<file path="src/rtl/core/hhvr_pkg.sv">
// Shared types, codes and constant tables for the HTTP header value rewriter.
package hhvr_pkg;

  // Input item kinds.
  localparam logic [1:0] KIND_SCAN    = 2'd0;
  localparam logic [1:0] KIND_WRITE   = 2'd1;
  localparam logic [1:0] KIND_RESTART = 2'd2;

  // Result status codes.
  localparam logic [1:0] ST_NEXT     = 2'd0;
  localparam logic [1:0] ST_MODIFIED = 2'd1;
  localparam logic [1:0] ST_FINISH   = 2'd2;
  localparam logic [1:0] ST_RESET    = 2'd3;

  // Character constants.
  localparam logic [7:0] CHAR_CR    = 8'h0D;
  localparam logic [7:0] CHAR_LF    = 8'h0A;
  localparam logic [7:0] CHAR_SPACE = 8'h20;
  localparam logic [7:0] CHAR_U     = 8'h55;

  localparam int unsigned CountW   = 10;
  localparam logic [9:0]  HeadLen  = 10'd12;
  localparam logic [9:0]  CountMax = 10'd1023;
  localparam logic [9:0]  EndLen   = 10'd4;
  localparam logic [9:0]  EndDone  = 10'd3;

  // Per-item result of the scanner, handed to the output pipeline.
  typedef struct packed {
    logic [1:0] status;
    logic       use_table;
    logic [9:0] pos;
  } scan_res_t;

  // Header name "User-Agent: ", one character per position.
  function automatic logic [7:0] head_char(input logic [3:0] idx);
    logic [7:0] c;
    case (idx)
      4'd0:    c = 8'h55; // U
      4'd1:    c = 8'h73; // s
      4'd2:    c = 8'h65; // e
      4'd3:    c = 8'h72; // r
      4'd4:    c = 8'h2D; // -
      4'd5:    c = 8'h41; // A
      4'd6:    c = 8'h67; // g
      4'd7:    c = 8'h65; // e
      4'd8:    c = 8'h6E; // n
      4'd9:    c = 8'h74; // t
      4'd10:   c = 8'h3A; // :
      4'd11:   c = 8'h20; // space
      default: c = 8'h00;
    endcase
    return c;
  endfunction

  // End of header marker CR LF CR LF.
  function automatic logic [7:0] end_char(input logic [1:0] idx);
    logic [7:0] c;
    case (idx)
      2'd0, 2'd2: c = CHAR_CR;
      default:    c = CHAR_LF;
    endcase
    return c;
  endfunction

endpackage

</file>
<file path="src/rtl/core/hhvr_if.sv">
// Valid/ready channel interfaces for the input, output and configuration ports.
interface hhvr_in_if;
  logic       valid;
  logic       ready;
  logic [1:0] kind;
  logic [7:0] data_byte;
  logic [8:0] table_index;
  modport source (output valid, kind, data_byte, table_index, input ready);
  modport sink (input valid, kind, data_byte, table_index, output ready);
endinterface

interface hhvr_out_if;
  logic       valid;
  logic       ready;
  logic [7:0] out_byte;
  logic [1:0] scan_status;
  modport source (output valid, out_byte, scan_status, input ready);
  modport sink (input valid, out_byte, scan_status, output ready);
endinterface

interface hhvr_cfg_if;
  logic       valid;
  logic       ready;
  logic [9:0] replacement_length;
  modport source (output valid, replacement_length, input ready);
  modport sink (input valid, replacement_length, output ready);
endinterface

</file>
<file path="src/rtl/core/hhvr_ram.sv">
// Generic simple dual-port RAM with one write port and a registered read port.
module hhvr_ram #(
  parameter int unsigned Width = 8,
  parameter int unsigned Depth = 512
) (
  input  logic                     clk_i,
  input  logic                     we_i,
  input  logic [$clog2(Depth)-1:0] waddr_i,
  input  logic [Width-1:0]         wdata_i,
  input  logic                     re_i,
  input  logic [$clog2(Depth)-1:0] raddr_i,
  output logic [Width-1:0]         rdata_o
);

  logic [Width-1:0] mem_q [Depth];
  logic [Width-1:0] rdata_q;

  // Write port.
  always_ff @(posedge clk_i) begin
    if (we_i) begin
      mem_q[waddr_i] <= wdata_i;
    end
  end

  // Read port; the data holds while no read is issued.
  always_ff @(posedge clk_i) begin
    if (re_i) begin
      rdata_q <= mem_q[raddr_i];
    end
  end

  assign rdata_o = rdata_q;

endmodule

</file>
<file path="src/rtl/core/hhvr_scanner.sv">
// Scan state machine: header name match, value rewrite and end marker match.
module hhvr_scanner #(
  parameter int unsigned TableDepth = 512
) (
  input  logic                  clk_i,
  input  logic                  rst_ni,
  input  logic                  step_i,
  input  logic                  restart_i,
  input  logic [7:0]            byte_i,
  input  logic [9:0]            len_i,
  output hhvr_pkg::scan_res_t   res_o
);
  import hhvr_pkg::*;

  localparam logic [1:0] MODE_IDLE  = 2'd0;
  localparam logic [1:0] MODE_HEAD  = 2'd1;
  localparam logic [1:0] MODE_VALUE = 2'd2;
  localparam logic [1:0] MODE_END   = 2'd3;

  logic [1:0]  mode_q, mode_d;
  logic [9:0]  cnt_q, cnt_d;
  logic [1:0]  status;
  logic        retry;
  logic [10:0] len_m1;

  // Next state; a mismatch while matching falls back to idle and rechecks the byte.
  always_comb begin
    mode_d = mode_q;
    cnt_d  = cnt_q;
    status = ST_NEXT;
    retry  = 1'b0;
    case (mode_q)
      MODE_HEAD: begin
        if (cnt_q < HeadLen && byte_i == head_char(cnt_q[3:0])) begin
          cnt_d = cnt_q + 10'd1;
          if (cnt_d == HeadLen) begin
            mode_d = MODE_VALUE;
            cnt_d  = '0;
          end
        end else begin
          retry = 1'b1;
        end
      end
      MODE_VALUE: begin
        if (byte_i == CHAR_CR) begin
          mode_d = MODE_IDLE;
          status = ST_FINISH;
        end else begin
          status = ST_MODIFIED;
          if (cnt_q < CountMax) begin
            cnt_d = cnt_q + 10'd1;
          end
        end
      end
      MODE_END: begin
        if (cnt_q < EndLen && byte_i == end_char(cnt_q[1:0])) begin
          cnt_d = cnt_q + 10'd1;
          if (cnt_d == EndDone) begin
            mode_d = MODE_IDLE;
            status = ST_FINISH;
          end
        end else begin
          retry = 1'b1;
        end
      end
      default: begin
        retry = 1'b1;
      end
    endcase
    if (retry) begin
      mode_d = MODE_IDLE;
      if (byte_i == CHAR_U) begin
        mode_d = MODE_HEAD;
        cnt_d  = 10'd1;
      end else if (byte_i == CHAR_CR) begin
        mode_d = MODE_END;
        cnt_d  = 10'd1;
      end
    end
  end

  // Table lookup applies below length minus one and inside the table.
  assign len_m1 = {1'b0, len_i} - 11'd1;

  always_comb begin
    res_o.status    = status;
    res_o.pos       = cnt_q;
    res_o.use_table = (mode_q == MODE_VALUE) && (byte_i != CHAR_CR) &&
                      (len_i != '0) && ({1'b0, cnt_q} < len_m1) &&
                      (32'(cnt_q) < TableDepth);
  end

  // State registers.
  always_ff @(posedge clk_i or negedge rst_ni) begin
    if (!rst_ni) begin
      mode_q <= MODE_IDLE;
      cnt_q  <= '0;
    end else if (restart_i) begin
      mode_q <= MODE_IDLE;
      cnt_q  <= '0;
    end else if (step_i) begin
      mode_q <= mode_d;
      cnt_q  <= cnt_d;
    end
  end

  // While the header name matches, the count points inside the name.
  a_head_cnt: assert property (@(posedge clk_i) disable iff (!rst_ni)
    mode_q == MODE_HEAD |-> (cnt_q >= 10'd1 && cnt_q < HeadLen))
    else $error("header match count out of range");

  // The end marker finishes at its third byte, so the count stays at one or two.
  a_end_cnt: assert property (@(posedge clk_i) disable iff (!rst_ni)
    mode_q == MODE_END |-> (cnt_q == 10'd1 || cnt_q == 10'd2))
    else $error("end marker count out of range");

  // A restart always leaves the scanner idle with a zero count.
  a_restart: assert property (@(posedge clk_i) disable iff (!rst_ni)
    restart_i |=> (mode_q == MODE_IDLE && cnt_q == '0))
    else $error("restart did not clear the scanner");

endmodule

</file>
<file path="src/rtl/core/http_header_value_rewriter_core.sv">
// Top level of the HTTP header value rewriter: channels, table RAM and output pipeline.
//
// Usage:
//   in_i carries one item per handshake: kind 0 scans a stream byte, kind 1 writes
//   data_byte into the replacement table at table_index, kind 2 restarts the scanner.
//   out_o returns exactly one item per input item, in order: the byte after any
//   rewrite and a status (continue, modified, finished, scanner reset). cfg_i is always
//   ready; the user must write replacement_length only while idle (unchecked).
// Timing:
//   One item per cycle sustained while out_o.ready holds. The accepting edge updates
//   the scan state, starts the registered read of the replacement table RAM and loads
//   the read stage; the output register loads from the read stage when free or taken.
//   A byte and its successor never wait on each other.
// Reset and stalls:
//   Reset returns the scanner to idle with a zero count and clears the length;
//   the table contents are undefined until written. When the receiver stalls, the
//   output register and the read stage hold, and in_i.ready drops once both are full.
module http_header_value_rewriter_core #(
  parameter int unsigned TABLE_DEPTH = 512
) (
  input  logic      clk_i,
  input  logic      rst_ni,
  hhvr_in_if.sink   in_i,
  hhvr_out_if.source out_o,
  hhvr_cfg_if.sink  cfg_i
);
  import hhvr_pkg::*;

  localparam int unsigned AddrW = $clog2(TABLE_DEPTH);
  localparam int unsigned ExtW  = AddrW + 10;

  logic [9:0]      len_q;
  scan_res_t       res;
  logic            in_ready;
  logic            accept;
  logic            s1_adv;
  logic            ram_we;
  logic            ram_re;
  logic [ExtW-1:0] widx_ext;
  logic [ExtW-1:0] rpos_ext;
  logic [7:0]      rdata;

  logic            s1_valid_q;
  logic [7:0]      s1_byte_q;
  logic [1:0]      s1_status_q;
  logic            s1_use_q;
  logic            out_valid_q;
  logic [7:0]      out_byte_q;
  logic [1:0]      out_status_q;

  // Configuration register.
  assign cfg_i.ready = 1'b1;

  always_ff @(posedge clk_i or negedge rst_ni) begin
    if (!rst_ni) begin
      len_q <= '0;
    end else if (cfg_i.valid) begin
      len_q <= cfg_i.replacement_length;
    end
  end

  // Handshake: the read stage moves on whenever the output register is free or being taken.
  assign s1_adv   = s1_valid_q && (!out_valid_q || out_o.ready);
  assign in_ready = !s1_valid_q || s1_adv;
  assign accept   = in_i.valid && in_ready;
  assign in_i.ready = in_ready;

  hhvr_scanner #(
    .TableDepth (TABLE_DEPTH)
  ) u_scanner (
    .clk_i     (clk_i),
    .rst_ni    (rst_ni),
    .step_i    (accept && in_i.kind == KIND_SCAN),
    .restart_i (accept && in_i.kind == KIND_RESTART),
    .byte_i    (in_i.data_byte),
    .len_i     (len_q),
    .res_o     (res)
  );

  // Replacement table RAM; a read sees a write made to the same entry by an earlier item.
  assign widx_ext = ExtW'(in_i.table_index);
  assign rpos_ext = ExtW'(res.pos);
  assign ram_we   = accept && in_i.kind == KIND_WRITE &&
                    (32'(in_i.table_index) < TABLE_DEPTH);
  assign ram_re   = accept && in_i.kind == KIND_SCAN && res.use_table;

  hhvr_ram #(
    .Width (8),
    .Depth (TABLE_DEPTH)
  ) u_table (
    .clk_i   (clk_i),
    .we_i    (ram_we),
    .waddr_i (widx_ext[AddrW-1:0]),
    .wdata_i (in_i.data_byte),
    .re_i    (ram_re),
    .raddr_i (rpos_ext[AddrW-1:0]),
    .rdata_o (rdata)
  );

  // Read stage: holds the status and the fallback byte while the RAM read completes.
  always_ff @(posedge clk_i or negedge rst_ni) begin
    if (!rst_ni) begin
      s1_valid_q <= 1'b0;
    end else if (accept) begin
      s1_valid_q <= 1'b1;
    end else if (s1_adv) begin
      s1_valid_q <= 1'b0;
    end
  end

  always_ff @(posedge clk_i) begin
    if (accept) begin
      s1_use_q <= ram_re;
      if (in_i.kind == KIND_SCAN) begin
        s1_status_q <= res.status;
        s1_byte_q   <= (res.status == ST_MODIFIED) ? CHAR_SPACE : in_i.data_byte;
      end else if (in_i.kind == KIND_RESTART) begin
        s1_status_q <= ST_RESET;
        s1_byte_q   <= in_i.data_byte;
      end else begin
        s1_status_q <= ST_NEXT;
        s1_byte_q   <= in_i.data_byte;
      end
    end
  end

  // Output register.
  always_ff @(posedge clk_i or negedge rst_ni) begin
    if (!rst_ni) begin
      out_valid_q <= 1'b0;
    end else if (s1_adv) begin
      out_valid_q <= 1'b1;
    end else if (out_o.ready) begin
      out_valid_q <= 1'b0;
    end
  end

  always_ff @(posedge clk_i) begin
    if (s1_adv) begin
      out_byte_q   <= s1_use_q ? rdata : s1_byte_q;
      out_status_q <= s1_status_q;
    end
  end

  assign out_o.valid       = out_valid_q;
  assign out_o.out_byte    = out_byte_q;
  assign out_o.scan_status = out_status_q;

  // A read stage item that cannot move on must still be there next cycle.
  a_s1_hold: assert property (@(posedge clk_i) disable iff (!rst_ni)
    s1_valid_q && !s1_adv |=> s1_valid_q)
    else $error("read stage item lost while stalled");

  // The table read data must not change under a waiting item that uses it.
  a_rdata_hold: assert property (@(posedge clk_i) disable iff (!rst_ni)
    s1_valid_q && !s1_adv && s1_use_q |=> $stable(rdata))
    else $error("table read data changed under a stalled item");

  // An accepted item always finds room in the read stage.
  a_no_overrun: assert property (@(posedge clk_i) disable iff (!rst_ni)
    accept |-> (!s1_valid_q || s1_adv))
    else $error("read stage overrun");

endmodule
</file>
<file path="src/flat_wrapper.sv">
// flat-port wrapper written by rule: the top's interface ports become plain ports
module http_header_value_rewriter_core_flat import hhvr_pkg::*;
#(
  parameter int unsigned TABLE_DEPTH = 512
)
  (clk_i, rst_ni, in_i_valid, in_i_kind, in_i_data_byte, in_i_table_index, in_i_ready, out_o_valid, out_o_out_byte, out_o_scan_status, out_o_ready, cfg_i_valid, cfg_i_replacement_length, cfg_i_ready);
  hhvr_in_if in_i_i ();
  hhvr_out_if out_o_i ();
  hhvr_cfg_if cfg_i_i ();
  input  logic clk_i;
  input  logic rst_ni;
  input wire logic [$bits(in_i_i.valid)-1:0] in_i_valid;
  input wire logic [$bits(in_i_i.kind)-1:0] in_i_kind;
  input wire logic [$bits(in_i_i.data_byte)-1:0] in_i_data_byte;
  input wire logic [$bits(in_i_i.table_index)-1:0] in_i_table_index;
  output wire logic [$bits(in_i_i.ready)-1:0] in_i_ready;
  output wire logic [$bits(out_o_i.valid)-1:0] out_o_valid;
  output wire logic [$bits(out_o_i.out_byte)-1:0] out_o_out_byte;
  output wire logic [$bits(out_o_i.scan_status)-1:0] out_o_scan_status;
  input wire logic [$bits(out_o_i.ready)-1:0] out_o_ready;
  input wire logic [$bits(cfg_i_i.valid)-1:0] cfg_i_valid;
  input wire logic [$bits(cfg_i_i.replacement_length)-1:0] cfg_i_replacement_length;
  output wire logic [$bits(cfg_i_i.ready)-1:0] cfg_i_ready;
  assign in_i_i.valid = in_i_valid;
  assign in_i_i.kind = in_i_kind;
  assign in_i_i.data_byte = in_i_data_byte;
  assign in_i_i.table_index = in_i_table_index;
  assign in_i_ready = in_i_i.ready;
  assign out_o_valid = out_o_i.valid;
  assign out_o_out_byte = out_o_i.out_byte;
  assign out_o_scan_status = out_o_i.scan_status;
  assign out_o_i.ready = out_o_ready;
  assign cfg_i_i.valid = cfg_i_valid;
  assign cfg_i_i.replacement_length = cfg_i_replacement_length;
  assign cfg_i_ready = cfg_i_i.ready;
  http_header_value_rewriter_core #(.TABLE_DEPTH(TABLE_DEPTH)) u_core (.clk_i(clk_i), .rst_ni(rst_ni), .in_i(in_i_i), .out_o(out_o_i), .cfg_i(cfg_i_i));
endmodule
</file>
<file path="config.mk">
export PLATFORM = sky130hd
export DESIGN_NAME = http_header_value_rewriter_core_flat
export DESIGN_NICKNAME = d
export VERILOG_FILES = /design/src/rtl/core/hhvr_pkg.sv /design/src/rtl/core/hhvr_if.sv /design/src/rtl/core/hhvr_ram.sv /design/src/rtl/core/hhvr_scanner.sv /design/src/rtl/core/http_header_value_rewriter_core.sv /design/src/flat_wrapper.sv
export SDC_FILE = /design/constraint.sdc
export NUM_CORES = 2
export LEC_CHECK = 0
export BUFFER_PORTS_ARGS = -buffer_cell sky130_fd_sc_hd__buf_2
export CAP_MARGIN = 20
export CORE_MARGIN = 2
export CORE_UTILIZATION = 35
export CTS_CLUSTER_DIAMETER = 50
export CTS_CLUSTER_SIZE = 28
export DETAILED_ROUTE_END_ITERATION = 16
export SLEW_MARGIN = 20
export SYNTH_ARGS = -nofsm -noshare
export SYNTH_HDL_FRONTEND = slang
export SYNTH_MEMORY_MAX_BITS = 65536
export SYNTH_SLANG_ARGS = --single-unit
export TNS_END_PERCENT = 1
</file>
<file path="constraint.sdc">
create_clock -name clk_i -period 10.5 [get_ports clk_i]
set_input_delay 2.1 -clock clk_i [delete_from_list [all_inputs] [get_ports clk_i]]
set_output_delay 2.1 -clock clk_i [all_outputs]
set_load 0.05 [all_outputs]
</file>
==> results.cfg <==
[run_status]
status = completed

[floorplanning]
chipHeight_um = 684.6
start_util_pct = 35.20
die_w_um = 684.6
top_level_ports = 47
core_mm2 = 0.4605
dieArea_mm2 = 0.4686
core.rowCount = 249

[layout]
fin_area_mm2 = 0.1832
multi_input_area_mm2 = 0.03537
drive_gt1_share_pct = 25.73
syn_to_final_growth_pct = 12.99
nNetsFinal = 7733
utilization_pct = 39.78
seq_area_mm2 = 0.1245
n_fill_cell = 40110

[setup_path]
cp_num_buf_inv = 2
critPathMaxFanout = 66
required_ps = 11180
crit_chain = buf_4 -> buf_4 -> mux4_2 -> mux4_2 -> a22oi_1 -> a21oi_1 -> nor4_1 -> nor2_1
worst-setup-path-type = reg2reg
crit_family = buffers and inverters
worstSetupStartpointType = flip-flop
critPathSlowestCell = nor4_1
max_stage_delay_ps = 1050
crit_path_end_kind = flip-flop
crit_arrival_ps = 6670

[route]
vias_per_cell = 5.798
detail-route-antenna-nets = 0
routed_wl_mm = 487.7
wl_per_cell_um = 34.44
drc = 0
num_vias = 82110
firstDrtPassIters = 6
drtIter0Drc = 12570

[power]
peakVddDrop_uv = 146.2
leakage_nw = 53.95
power_mw = 34.30
cellPowerDensity_mw_per_mm2 = 187.3

[yosys]
synth.cell_area_mm2 = 0.1621
synth-async-reset-ratio_pct = 0.5785
yosysWarnings = 0
synth.area.top_cells = edfxtp_1 (76%), mux4_2 (15%), mux2i_1 (1.6%)
yosysUniqueCellTypes = 78
synthCells = 7535
synth_seq_cells = 4149
synth.most_common_cell = edfxtp_1
synth-edff-count = 4125
synth.avg_cell_area_um2 = 21.51
netlist_top_cells_count = edfxtp_1 (4,125), mux4_2 (1,059), nor2_1 (617), mux2i_1 (265), nand2_1 (192)
syn_nets = 7590
ys.flop_type = edfxtp_1
synth_seq_area_share_pct = 76.78
synth_top_area_cell = edfxtp_1
yosysTopAreaCellShare_pct = 76.41

[cts]
clock-sinks = 4149
cts_inserted_buffers = 368
cts_tree = done
root_buffer = clkbuf_16
cts_buffer_depth = 4
clock_latency_ps = 970
htree_levels = 5
postCtsSetupBuffers = 0
clk_pin_slew_ps = 80
cts_resized = 0
hold_buffers = 0

[sta]
relSlewSlack_pct = 16.51
clock-skew-final_ps = 75.88
setup_violations = 0
max_freq_mhz = 167.1
tns_ps = 0
fin_crit_ps = 5983
tightest_slew_ps = 1252
hold_violations = 0
drv_slew = 0
rsz0062_at_grt = no
timing.final.crit_share_pct = 56.98

[min_path]
min_path_type = reg2reg

[global_route]
grt_max_degree = 165
antenna_found_initial = 36
met1_usage_pct = 26.80
grt_busiest_layer = met2
use_met3_pct = 5.252
use_met2_pct = 32.19
grt_pass1_wl_mm = 672.9
grt_pass1_vias = 80700
grt_usage_pct = 20.29
grt-ovfl-total = 0

[placed_design]
dpl.hpwl_mm = 294.0
placed_area_mm2 = 0.1695
portBuffers = 45
gp_congestion = 0.9279

[job]
drv_cap = 0
path summary, 6_finish.rpt:
check	end	cells past startpoint	startpoint	slack [ps]
setup / recovery	u_core.u_table.rdata_o[2]$_DFFE_PP_	8	u_core.u_scanner.cnt_q[1]$_DFFE_PN0N_	4520
hold / removal	u_core.out_o.valid$_DFFE_PN0P_	1	u_core.s1_valid_q$_DFFE_PN0P_	490
setup reg to reg	u_core.u_table.rdata_o[2]$_DFFE_PP_	8	u_core.u_scanner.cnt_q[1]$_DFFE_PN0N_	4520
hold reg to reg	u_core.out_o.valid$_DFFE_PN0P_	1	u_core.s1_valid_q$_DFFE_PN0P_	490
max in group asynchronous	u_core.u_scanner.cnt_q[0]$_DFFE_PN0N_	1	rst_ni	8390
min in group asynchronous	u_core.len_q[5]$_DFFE_PN0P_	1	rst_ni	1300
layout make-up:
class | instances | share of cell area [%]
antenna | 17 | 0.02323
clock buffer | 384 | 5.153
clock inverter | 303 | 2.256
inverter | 19 | 0.04440
multi-input combinational | 2913 | 19.31
sequential | 4149 | 67.97
tap | 6149 | 4.200
timing repair buffer | 227 | 1.047
where the power goes:
| part | switching (mW) | total [mW] | leakage (nW) | internal (mW) |
|---|---|---|---|---|
| combinational | 0.873 | 1.23 | 10.0 | 0.354 |
| clock | 7.19 | 14.9 | 6.55 | 7.67 |
| sequential | 0.0176 | 18.2 | 37.4 | 18.2 |
routing by layer:
layer | wire length, um | part of all wire [%] | up-vias
li1 | - | - | 31890
met1 | 183000 | 38 | 43840
met2 | 229200 | 47 | 5524
met3 | 53710 | 11 | 851
met4 | 21700 | 4.4 | 10
met5 | 59 | 0.012 | -
flip-flops by register name, summed over array words and instances (netlist names), 2 cells and up:
| name | count |
|---|---|
| u_core.len_q | 10 |
| u_core.s1_status_q | 2 |
| u_core.s1_byte_q | 8 |
| u_core.out_o.out_byte | 8 |
| u_core.u_scanner.cnt_q | 10 |
| u_core.out_o.scan_status | 2 |
| u_core.u_scanner.mode_q | 2 |
| u_core.u_table.rdata_o | 8 |
| u_core.u_table.mem_q | 4096 |
cells in the final DEF, fill, tap and decap left out, types with 18 or more instances in the layout:
master      instances
edfxtp_1         4125
mux4_2           1059
nor2_1            604
clkbuf_16         376
mux2i_1           265
nand2_1           182
buf_4             162
a22oi_1           112
a21oi_1            95
o21ai_0            75
clkinv_8           58
nand3_1            50
inv_6              49
inv_8              41
buf_2              37
o22ai_1            32
inv_12             32
nor3_1             30
mux2_2             28
a221oi_1           25
o211ai_1           25
clkinv_2           25
bufinv_16          23
clkinv_4           22
nand4_1            21
a31oi_1            21
ha_1               21
inv_16             20
a211oi_1           19
buf_12             19
clkinvlp_4         18
dfrtp_1            18
cells by family (layout without fill, tap and decap cells):
family | Yosys count | in the layout | synth area share (%)
AND/OR/NAND/NOR | 1011 | 1011 | 2.614
XOR/XNOR | 18 | 18 | 0.09725
flip-flops | 4149 | 4149 | 76.78
multiplexers | 1352 | 1352 | 16.54
buffers and inverters | 473 | 933 | 1.634
AO/OA/AOI/OAI | 510 | 510 | 2.163
other | 1 | 18 | 0.002313
adder cells (fa/ha/maj) | 21 | 21 | 0.1621
stage by stage:
stage	hold WS, ps	cells	setup slack [ps]
after global routing	550.1	14150	4643
after detailed placement	473.6	13460	3956
after CTS	490.0	14140	4765
after floorplan	400.3	7535	5758
final	492.4	14160	4517
after global placement	479.2	13460	3998
Note: power is estimated with default switching activity, not from simulation.
